**src/hw/rtl/mvs_pkg.sv**
```systemverilog
// ============================================================================
// mvs_pkg: shared types and constants of the multi-version store
// Sizes of the key and version memories, beat layouts, status codes, the
// controller states and the command/status bundles between the modules.
// ============================================================================
package mvs_pkg;

    // Store geometry
    localparam int NUM_KEYS         = 1024;
    localparam int VERSIONS_PER_KEY = 128;

    // Field widths
    localparam int KEY_W   = 10;
    localparam int DATA_W  = 32;
    localparam int TAG_W   = 18;
    localparam int STAT_W  = 2;

    // Derived memory geometry
    localparam int KEY_AW    = $clog2(NUM_KEYS);
    localparam int VER_AW    = $clog2(VERSIONS_PER_KEY);
    localparam int LEN_W     = $clog2(VERSIONS_PER_KEY + 1);
    localparam int ENTRY_W   = TAG_W + DATA_W;
    localparam int VER_DEPTH = NUM_KEYS * (2 ** VER_AW);

    // Input beat: key, value, snapshot from bit 0 up, padded to bytes
    localparam int IN_BITS   = KEY_W + DATA_W + TAG_W;
    localparam int S_TDATA_W = ((IN_BITS + 7) / 8) * 8;
    localparam int VALUE_LSB = KEY_W;
    localparam int SNAP_LSB  = KEY_W + DATA_W;

    // Result status codes
    typedef enum logic [STAT_W-1:0] {
        STAT_STORED  = 2'd0,
        STAT_DROPPED = 2'd1,
        STAT_FOUND   = 2'd2,
        STAT_MISSING = 2'd3
    } status_t;

    // Controller states
    typedef enum logic [2:0] {
        S_CLEAR,
        S_IDLE,
        S_LOOKUP,
        S_SCAN,
        S_DONE
    } state_t;

    // Controller to datapath
    typedef struct packed {
        logic    clear_en;    // write zero to the next chain length entry
        logic    accept;      // capture the input beat, read its chain length
        logic    store;       // append a version, bump chain length and number
        logic    scan_start;  // read the newest entry of the chain
        logic    scan_step;   // read the next older entry
        logic    res_we;      // latch a result
        logic    res_hit;     // result data comes from the scanned entry
        status_t res_code;
        logic    out_load;    // move the result into the output register
    } dp_cmd_t;

    // Datapath to controller
    typedef struct packed {
        logic clear_last;
        logic kind_read;
        logic key_ok;
        logic len_full;
        logic len_zero;
        logic tag_hit;
        logic scan_last;
        logic out_free;
    } dp_stat_t;

endpackage

```
**src/hw/rtl/mvs_ctrl.sv**
```systemverilog
// ============================================================================
// mvs_ctrl: sequencing controller of the multi-version store
// Runs the clearing pass after reset, then takes one item at a time through
// chain length lookup, an optional newest-first scan and result hand-off.
// ============================================================================
module mvs_ctrl (
    input  logic             clk,
    input  logic             rst_n,
    input  logic             s_tvalid,
    output logic             s_tready,
    input  mvs_pkg::dp_stat_t stat,
    output mvs_pkg::dp_cmd_t  cmd
);

    mvs_pkg::state_t state_reg;
    mvs_pkg::state_t state_next;

    // State register
    always_ff @(posedge clk or negedge rst_n)
    begin
        if (!rst_n)
        begin
            state_reg <= mvs_pkg::S_CLEAR;
        end
        else
        begin
            state_reg <= state_next;
        end
    end

    // Next state and commands
    always_comb
    begin
        state_next   = state_reg;
        cmd          = '0;
        cmd.res_code = mvs_pkg::STAT_STORED;
        s_tready     = 1'b0;
        case (state_reg)
            mvs_pkg::S_CLEAR:
            begin
                cmd.clear_en = 1'b1;
                if (stat.clear_last)
                begin
                    state_next = mvs_pkg::S_IDLE;
                end
            end
            mvs_pkg::S_IDLE:
            begin
                s_tready = 1'b1;
                if (s_tvalid)
                begin
                    cmd.accept = 1'b1;
                    state_next = mvs_pkg::S_LOOKUP;
                end
            end
            mvs_pkg::S_LOOKUP:
            begin
                if (!stat.kind_read)
                begin
                    // write: append unless the chain is full or key is bad
                    cmd.res_we = 1'b1;
                    state_next = mvs_pkg::S_DONE;
                    if (!stat.key_ok || stat.len_full)
                    begin
                        cmd.res_code = mvs_pkg::STAT_DROPPED;
                    end
                    else
                    begin
                        cmd.store    = 1'b1;
                        cmd.res_code = mvs_pkg::STAT_STORED;
                    end
                end
                else if (!stat.key_ok || stat.len_zero)
                begin
                    cmd.res_we   = 1'b1;
                    cmd.res_code = mvs_pkg::STAT_MISSING;
                    state_next   = mvs_pkg::S_DONE;
                end
                else
                begin
                    cmd.scan_start = 1'b1;
                    state_next     = mvs_pkg::S_SCAN;
                end
            end
            mvs_pkg::S_SCAN:
            begin
                // one chain entry per cycle, newest first
                if (stat.tag_hit)
                begin
                    cmd.res_we   = 1'b1;
                    cmd.res_hit  = 1'b1;
                    cmd.res_code = mvs_pkg::STAT_FOUND;
                    state_next   = mvs_pkg::S_DONE;
                end
                else if (stat.scan_last)
                begin
                    cmd.res_we   = 1'b1;
                    cmd.res_code = mvs_pkg::STAT_MISSING;
                    state_next   = mvs_pkg::S_DONE;
                end
                else
                begin
                    cmd.scan_step = 1'b1;
                end
            end
            mvs_pkg::S_DONE:
            begin
                if (stat.out_free)
                begin
                    cmd.out_load = 1'b1;
                    state_next   = mvs_pkg::S_IDLE;
                end
            end
            default:
            begin
                state_next = mvs_pkg::S_IDLE;
            end
        endcase
    end

endmodule

```
**config.mk**
```make
export PLATFORM = sky130hd
export DESIGN_NAME = mvs_ctrl
export DESIGN_NICKNAME = d
export VERILOG_FILES = /design/src/hw/rtl/mvs_pkg.sv /design/src/hw/rtl/mvs_ctrl.sv
export SDC_FILE = /design/constraint.sdc
export NUM_CORES = 1
export LEC_CHECK = 0
export BUFFER_PORTS_ARGS = -buffer_cell sky130_fd_sc_hd__clkbuf_2
export CORE_AREA = 2 2 39 41
export CTS_CLUSTER_SIZE = 12
export DETAILED_ROUTE_END_ITERATION = 10
export DIE_AREA = 0 0 41 43
export GPL_TIMING_DRIVEN = 0
export PLACE_DENSITY = 0.65
export REMOVE_ABC_BUFFERS = 1
export SYNTH_ARGS = -nofsm -noshare
export SYNTH_HDL_FRONTEND = slang
export SYNTH_SLANG_ARGS = --single-unit
```
**constraint.sdc**
```tcl
create_clock -name clk -period 1.4 [get_ports clk]
set_input_delay 0.42 -clock clk [delete_from_list [all_inputs] [get_ports clk]]
set_output_delay 0.42 -clock clk [all_outputs]
set_load 0.03 [all_outputs]
```
; ---- After elaboration in Yosys (flattened, before gate mapping)
; Cells that the tools add are included.
; Widths: inputs -> output; s select.
[word_totals]
mem_bits_rw = 0
mem_bits_ro = 0
output_inout_bits = 11
elab_cells = 49
in_bits = 11
n_memories = 0
reg_bits = 3
latch_bits = 0
[op_classes]
n_addsub = 0
mul = 0
muxes = 35
reduce_logical = 5
shift = 0
magnitude_cmp = 0
div = 0
eq_ne = 8
n_bitwise = 0
[ops]
columns = operator, n
row1 = $mux 3, 7
row2 = $mux 1, 20
row3 = $pmux 3 s5, 1
row4 = $mux 2, 5
row5 = $eq 3x2->1 const B, 2
row6 = $ne 2x2->1 const B, 3
row7 = $pmux 2 s2, 1
row8 = $reduce_and 4->1, 1
row9 = $eq 3x1->1 const B, 1
row10 = $eq 3x3->1 const B, 1
row11 = $logic_not 3->1, 1
row12 = $ne 3x3->1 const B, 1
row13 = $logic_or 1x1->1, 2
row14 = $pmux 1 s2, 1
row15 = $logic_not 1->1, 1

; ---- Longest topological paths before layout
; Gate-level depths: netlist of the first run.
[logic_depth]
ltp_word = 5
depth_mapped = 5
mapped_depth_nobuf = 4

; ---- Least setup slack after synthesis of the first run
; No wires, ideal clock.
[synth_timing]
path_kind = reg2out
from = register state_reg[2]
to = output cmd[7] in the netlist's numbering
path_buffers = 1
t_arrival_ns = 1.765
stages_incl_launch_ff = 4
required_ns = 0.980
setup_slack_ns = -0.785
cell_sequence = dfrtp_1 buf_4 nand2b_1 nor4b_1
[synth_rtl]
columns = item, line
row1 = from (decl), mvs_ctrl.sv:15  ; mvs_pkg::state_t state_reg;
row2 = from (signal assigned), mvs_ctrl.sv:23  ; state_reg <= mvs_pkg::S_CLEAR;
row3 = from (signal assigned), mvs_ctrl.sv:27  ; state_reg <= state_next;
row4 = to (decl), mvs_ctrl.sv:12  ; output mvs_pkg::dp_cmd_t cmd

==> results of run 1 <==
## Yosys cell counts
master and number:
a21oi_1 2, buf_2 2, a221oi_1 1, a31oi_1 1
o21ai_0 1, mux2i_1 3, o32ai_2 1, and3_1 1
nand3b_1 1, nand2_1 3, dfrtp_1 3, a2bb2oi_2 1
nor2_1 8, nand2b_1 3, a211oi_2 1, nand3_1 1
and2_1 1, nor2b_1 1, inv_2 1, o21bai_1 1
o22ai_2 1, nor4b_1 1, nand2b_4 1, buf_4 1
nor3_1 3
## power by group
group	leakage (µW)	total, µW	internal [µW]	switching [µW]
Sequential	0.0000340	210	139	71.7
Combinational	0.000310	1410	715	692
Clock	0.0000150	158	107	50.9
Total	0.000359	1780	961	814
## worst max-delay path, stage by stage (launching register included)
cell and delay (ns):
dfrtp_2 0.42, buf_6 0.14, buf_6 0.11, a211oi_4 0.25, clkbuf_8 0.20
## through the flow
| stage | setup slack [ns] | cells |
|---|---|---|
| detailed placement | -0.353 | 78 |
| global route | -0.459 | 97 |
| CTS | -0.350 | 89 |
| floorplan | -0.774 | 41 |
| global placement | -0.341 | 78 |
| finish | -0.385 | 97 |
## final cells by class
| type | count | area (µm²) | share of cell area (%) |
|---|---|---|---|
| multi-input combinational | 37 | 348 | 44.8 |
| timing repair buffer | 36 | 299 | 38.5 |
| sequential | 3 | 78.8 | 10.2 |
| clock buffer | 4 | 26.3 | 3.39 |
| tap | 16 | 20.0 | 2.58 |
| inverter | 1 | 3.75 | 0.484 |
## path summary, 6_finish.rpt
check / cells after the start / end / start
min in group asynchronous: 2 / state_reg[1] / rst_n
max in group asynchronous: 2 / state_reg[2] / rst_n
worst max-delay path: 4 / cmd[4] / state_reg[0]
worst min-delay path: 2 / state_reg[2] / stat[0]
worst max register to register: 5 / state_reg[1] / state_reg[1]
worst min register to register: 2 / state_reg[1] / state_reg[2]
## routing by layer
layer	up-vias	share of wire (%)	track usage, %
met5	-	0	0
met4	0	5.1	14.7
met3	7	6.3	3.14
met2	23	48	19.4
met1	213	40	15.8
li1	234	-	-
## cells by family after synthesis
logic type / Yosys count / synth area share [%]
AOI/OAI and AO/OA: 10 / 26.9
buffers and inverters: 4 / 6.09
DFF: 3 / 21.5
muxes: 3 / 8.60
and+or+nand+nor: 24 / 36.9
## timing repair
item | CTS | global route
pin swaps | 0 | 5
resized for setup | 20 | 36
hold buffers | 1 | 0
setup buffers | 6 | 8
endpoints found under the hold margin | 3 | 0
endpoints found under the setup margin | 13 | 13
==> impl_metrics.env, run 1 <==
export IMPL_setup_viol_count_final=11
export IMPL_ys_types=25
export IMPL_post_drt_wl_per_cell_um=12.2
export IMPL_drc=0
export IMPL_wirelength_mm=1.19
export IMPL_rows=14
export IMPL_cts_tree="built"
export IMPL_clk_pin_slew_ns=0.04
export IMPL_die_w_um=41
export IMPL_synth_avg_cell_area_um2=7.93
export IMPL_drive_above_1_share_pct=74.1
export IMPL_grt_pass1_vias=415
export IMPL_syn_area_um2=349
export IMPL_peakVddDrop_mv=1.00
export IMPL_crit_type="flop to output port"
export IMPL_reg2reg_setup_slack_ns=0.05
export IMPL_synth_top_area_cell="dfrtp_1"
export IMPL_critPathArrivalTime_ns=1.37
export IMPL_final_setup_tns_ns=-2.79
export IMPL_area_growth_pct=122
export IMPL_cp_required_ns=0.98
export IMPL_timing_fmax_mhz=560
export IMPL_seq_area_frac_synth_pct=21.5
export IMPL_synth_seq_cells=3
export IMPL_nets=93
export IMPL_grt_max_degree=11
export IMPL_clkLatencyLatePin_ns=0.24
export IMPL_outcome="finished with violations"
export IMPL_cts_root_buffer="clkbuf_4"
export IMPL_hold_viol=0
export IMPL_antenna_found_initial=0
export IMPL_worstSetupEndpointType="output port"
export IMPL_fin_crit_sh_pct=128
export IMPL_start_util_pct=25.2
export IMPL_drv_cap=0
export IMPL_grt_ovfl_total=0
export IMPL_clock_skew_ns=0.00329
export IMPL_hold_class="primary input to flop"
export IMPL_vias=477
export IMPL_powerDensity_mw_per_mm2=2290
export IMPL_grt_pass1_wl_mm=1.57
export IMPL_placed_area_um2=457
export IMPL_hold_worst_slack_ns=0.397
export IMPL_cts_max_path_buffers=2
export IMPL_setup_ws_ns=-0.385
export IMPL_drtIter0Drc=0
export IMPL_core_area_mm2=0.00138
export IMPL_dpl_hpwl_um=621
export IMPL_final_max_slew_viol_count=0
export IMPL_synth_top_area_share_pct=21.5
export IMPL_cp_max_fo=5
export IMPL_min_period_ns=1.79
export IMPL_htree_levels=1
export IMPL_portBuffers=21
export IMPL_leakage_uw=0.000359
export IMPL_rsz0062_at_grt="yes"
export IMPL_total_power_uw=1780
export IMPL_postLayoutCoreUtil_pct=56.1
export IMPL_postLayoutCellArea_um2=776
export IMPL_nFillCells=129
export IMPL_layout_commonest_cell="buf_4"
export IMPL_yosys_warnings=0
export IMPL_mostFrequentLayoutCells="buf_4, clkbuf_2, buf_6, nor2_1"
export IMPL_gp_congestion=0.698
export IMPL_viasPerCell=4.92
export IMPL_worst_pin_slew_ns=0.297
export IMPL_antenna_cells=0
export IMPL_relSlewSlack_pct=80.2
export IMPL_largest_reg_flops=3
export IMPL_dieArea_mm2=0.00176
export IMPL_violations="negative setup slack"
export IMPL_post_synth_inst_count=44
export IMPL_die_h_um=43
export IMPL_ant_nets=0
export IMPL_dr_pass1_iters=1
export IMPL_critPathLaunchType="flop"
export IMPL_cts_buffers=3
export IMPL_grt_use_total_pct=14.0
export IMPL_cts_sinks=3
export IMPL_synthTopCellsByArea="dfrtp_1, mux2i_1, nor2_1"
export IMPL_io_pins=22
Note: power is estimated with default switching activity, not from simulation.
==> run 2, diff against run 1 <==
- GPL_TIMING_DRIVEN: 0 -> not set
==> run 2 against run 1 <==
Effect of this change:
- the run still ends with negative setup slack left
- largest cell class is now non-clock buffers
- largest power group unchanged
- sequential power is 3% lower
- clock power is 3% higher
- wire length is 7.8% higher
- combinational power is 17% higher
- final area is 13% higher
- sequential cell count stayed put
==> impl_metrics.env, run 2 (synthesis results as in run 1) <==
export IMPL_outcome="finished with violations"
export IMPL_violations="negative setup slack"
export IMPL_critPathArrivalTime_ns=1.29
export IMPL_cp_required_ns=0.98
export IMPL_timing_fmax_mhz=586
export IMPL_clkLatencyLatePin_ns=0.25
export IMPL_mostFrequentLayoutCells="buf_4, clkbuf_2, buf_6, clkbuf_8, nor2_4"
export IMPL_setup_ws_ns=-0.308
export IMPL_clock_skew_ns=0.00754
export IMPL_start_util_pct=25.2
export IMPL_critPathLaunchType="flop"
export IMPL_final_setup_tns_ns=-2.73
export IMPL_cts_root_buffer="clkbuf_4"
export IMPL_crit_type="flop to output port"
export IMPL_grt_ovfl_total=0
export IMPL_grt_use_total_pct=19.1
export IMPL_grt_max_degree=8
export IMPL_rsz0062_at_grt="yes"
export IMPL_fin_crit_sh_pct=122
export IMPL_drv_cap=0
export IMPL_place_ws_ns=-0.266
export IMPL_antenna_cells=0
export IMPL_setup_viol_count_final=12
export IMPL_hold_class="primary input to flop"
export IMPL_layout_commonest_cell="buf_4"
export IMPL_clk_pin_slew_ns=0.03
export IMPL_hold_worst_slack_ns=0.454
export IMPL_worstSetupEndpointType="output port"
export IMPL_cp_max_fo=7
export IMPL_relSlewSlack_pct=84.8
export IMPL_leakage_uw=0.000399
export IMPL_largest_reg_flops=3
export IMPL_nets=99
export IMPL_area_growth_pct=152
export IMPL_rows=14
export IMPL_min_period_ns=1.71
export IMPL_drtIter0Drc=1
export IMPL_drive_above_1_share_pct=80.5
export IMPL_worst_pin_slew_ns=0.228
export IMPL_grt_pass1_wl_mm=2.19
export IMPL_powerDensity_mw_per_mm2=2290
export IMPL_vias=499
export IMPL_gp_congestion=0.710
export IMPL_cts_max_path_buffers=2
export IMPL_final_max_slew_viol_count=0
export IMPL_drc=0
export IMPL_hold_viol=0
export IMPL_viasPerCell=4.84
export IMPL_total_power_uw=2010
export IMPL_dpl_hpwl_um=771
export IMPL_post_drt_wl_per_cell_um=12.4
export IMPL_die_w_um=41
export IMPL_cts_buffers=3
export IMPL_dr_pass1_iters=2
export IMPL_die_h_um=43
export IMPL_postLayoutCoreUtil_pct=63.6
export IMPL_io_pins=22
export IMPL_antenna_found_initial=0
export IMPL_cts_tree="built"
export IMPL_core_area_mm2=0.00138
export IMPL_ant_nets=0
export IMPL_htree_levels=1
export IMPL_dieArea_mm2=0.00176
export IMPL_wirelength_mm=1.28
export IMPL_grt_pass1_vias=529
export IMPL_cts_sinks=3
export IMPL_peakVddDrop_mv=1.09
export IMPL_portBuffers=21
[run 2: per-layer routing]
metal  routed length [µm]  global-route usage, %  vias up
met4                   25                   10.0        0
met3                   68                   4.71        2
met2                  740                   32.5       18
met1                  444                   19.9      234
met5                    0                      0        -
li1                     -                      -      245
[run 2: layout make-up]
cell class	count	area [µm²]
Tap cell	16	20.0
Sequential cell	3	76.3
Fill cell	113	504
Multi-Input combinational cell	37	369
Inverter	1	6.26
Timing Repair Buffer	42	382
Clock buffer	4	26.3
[run 2: what timing repair did]
| action | in CTS | in global routing |
|---|---|---|
| setup endpoints to repair | 13 | 13 |
| gates resized for setup | 54 | 9 |
| endpoints found under the hold margin | 3 | 0 |
| setup buffers | 5 | 1 |
| pin swaps | 10 | 3 |
| hold buffers | 1 | 0 |
[run 2: power by group]
group	switching, µW	internal [µW]	leakage (µW)
logic	762	884	0.000348
registers	69.3	134	0.0000367
clock network	54.9	107	0.0000150
[run 2: through the flow]
stage,instance area [µm²],instances
after floorplan,332,41
after global placement,569,93
after detailed placement,569,93
after CTS,857,102
after global routing,880,103
final,880,103
[run 2: final timing paths]
kind / from / endpoint / slack (ns) / cells after the start
max in group asynchronous: rst_n / state_reg[0] / 0.77 / 2
worst min register to register: state_reg[2] / state_reg[1] / 0.74 / 3
min in group asynchronous: rst_n / state_reg[1] / 0.50 / 2
worst max register to register: state_reg[0] / state_reg[0] / 0 / 6
worst max-delay path: state_reg[0] / cmd[4] / -0.31 / 3
worst min-delay path: stat[0] / state_reg[2] / 0.45 / 2
[run 2: critical path, stage by stage (launching register included)]
cell and delay (ns):
dfrtp_2 0.47, buf_6 0.16, a211oi_4 0.22, clkbuf_8 0.20
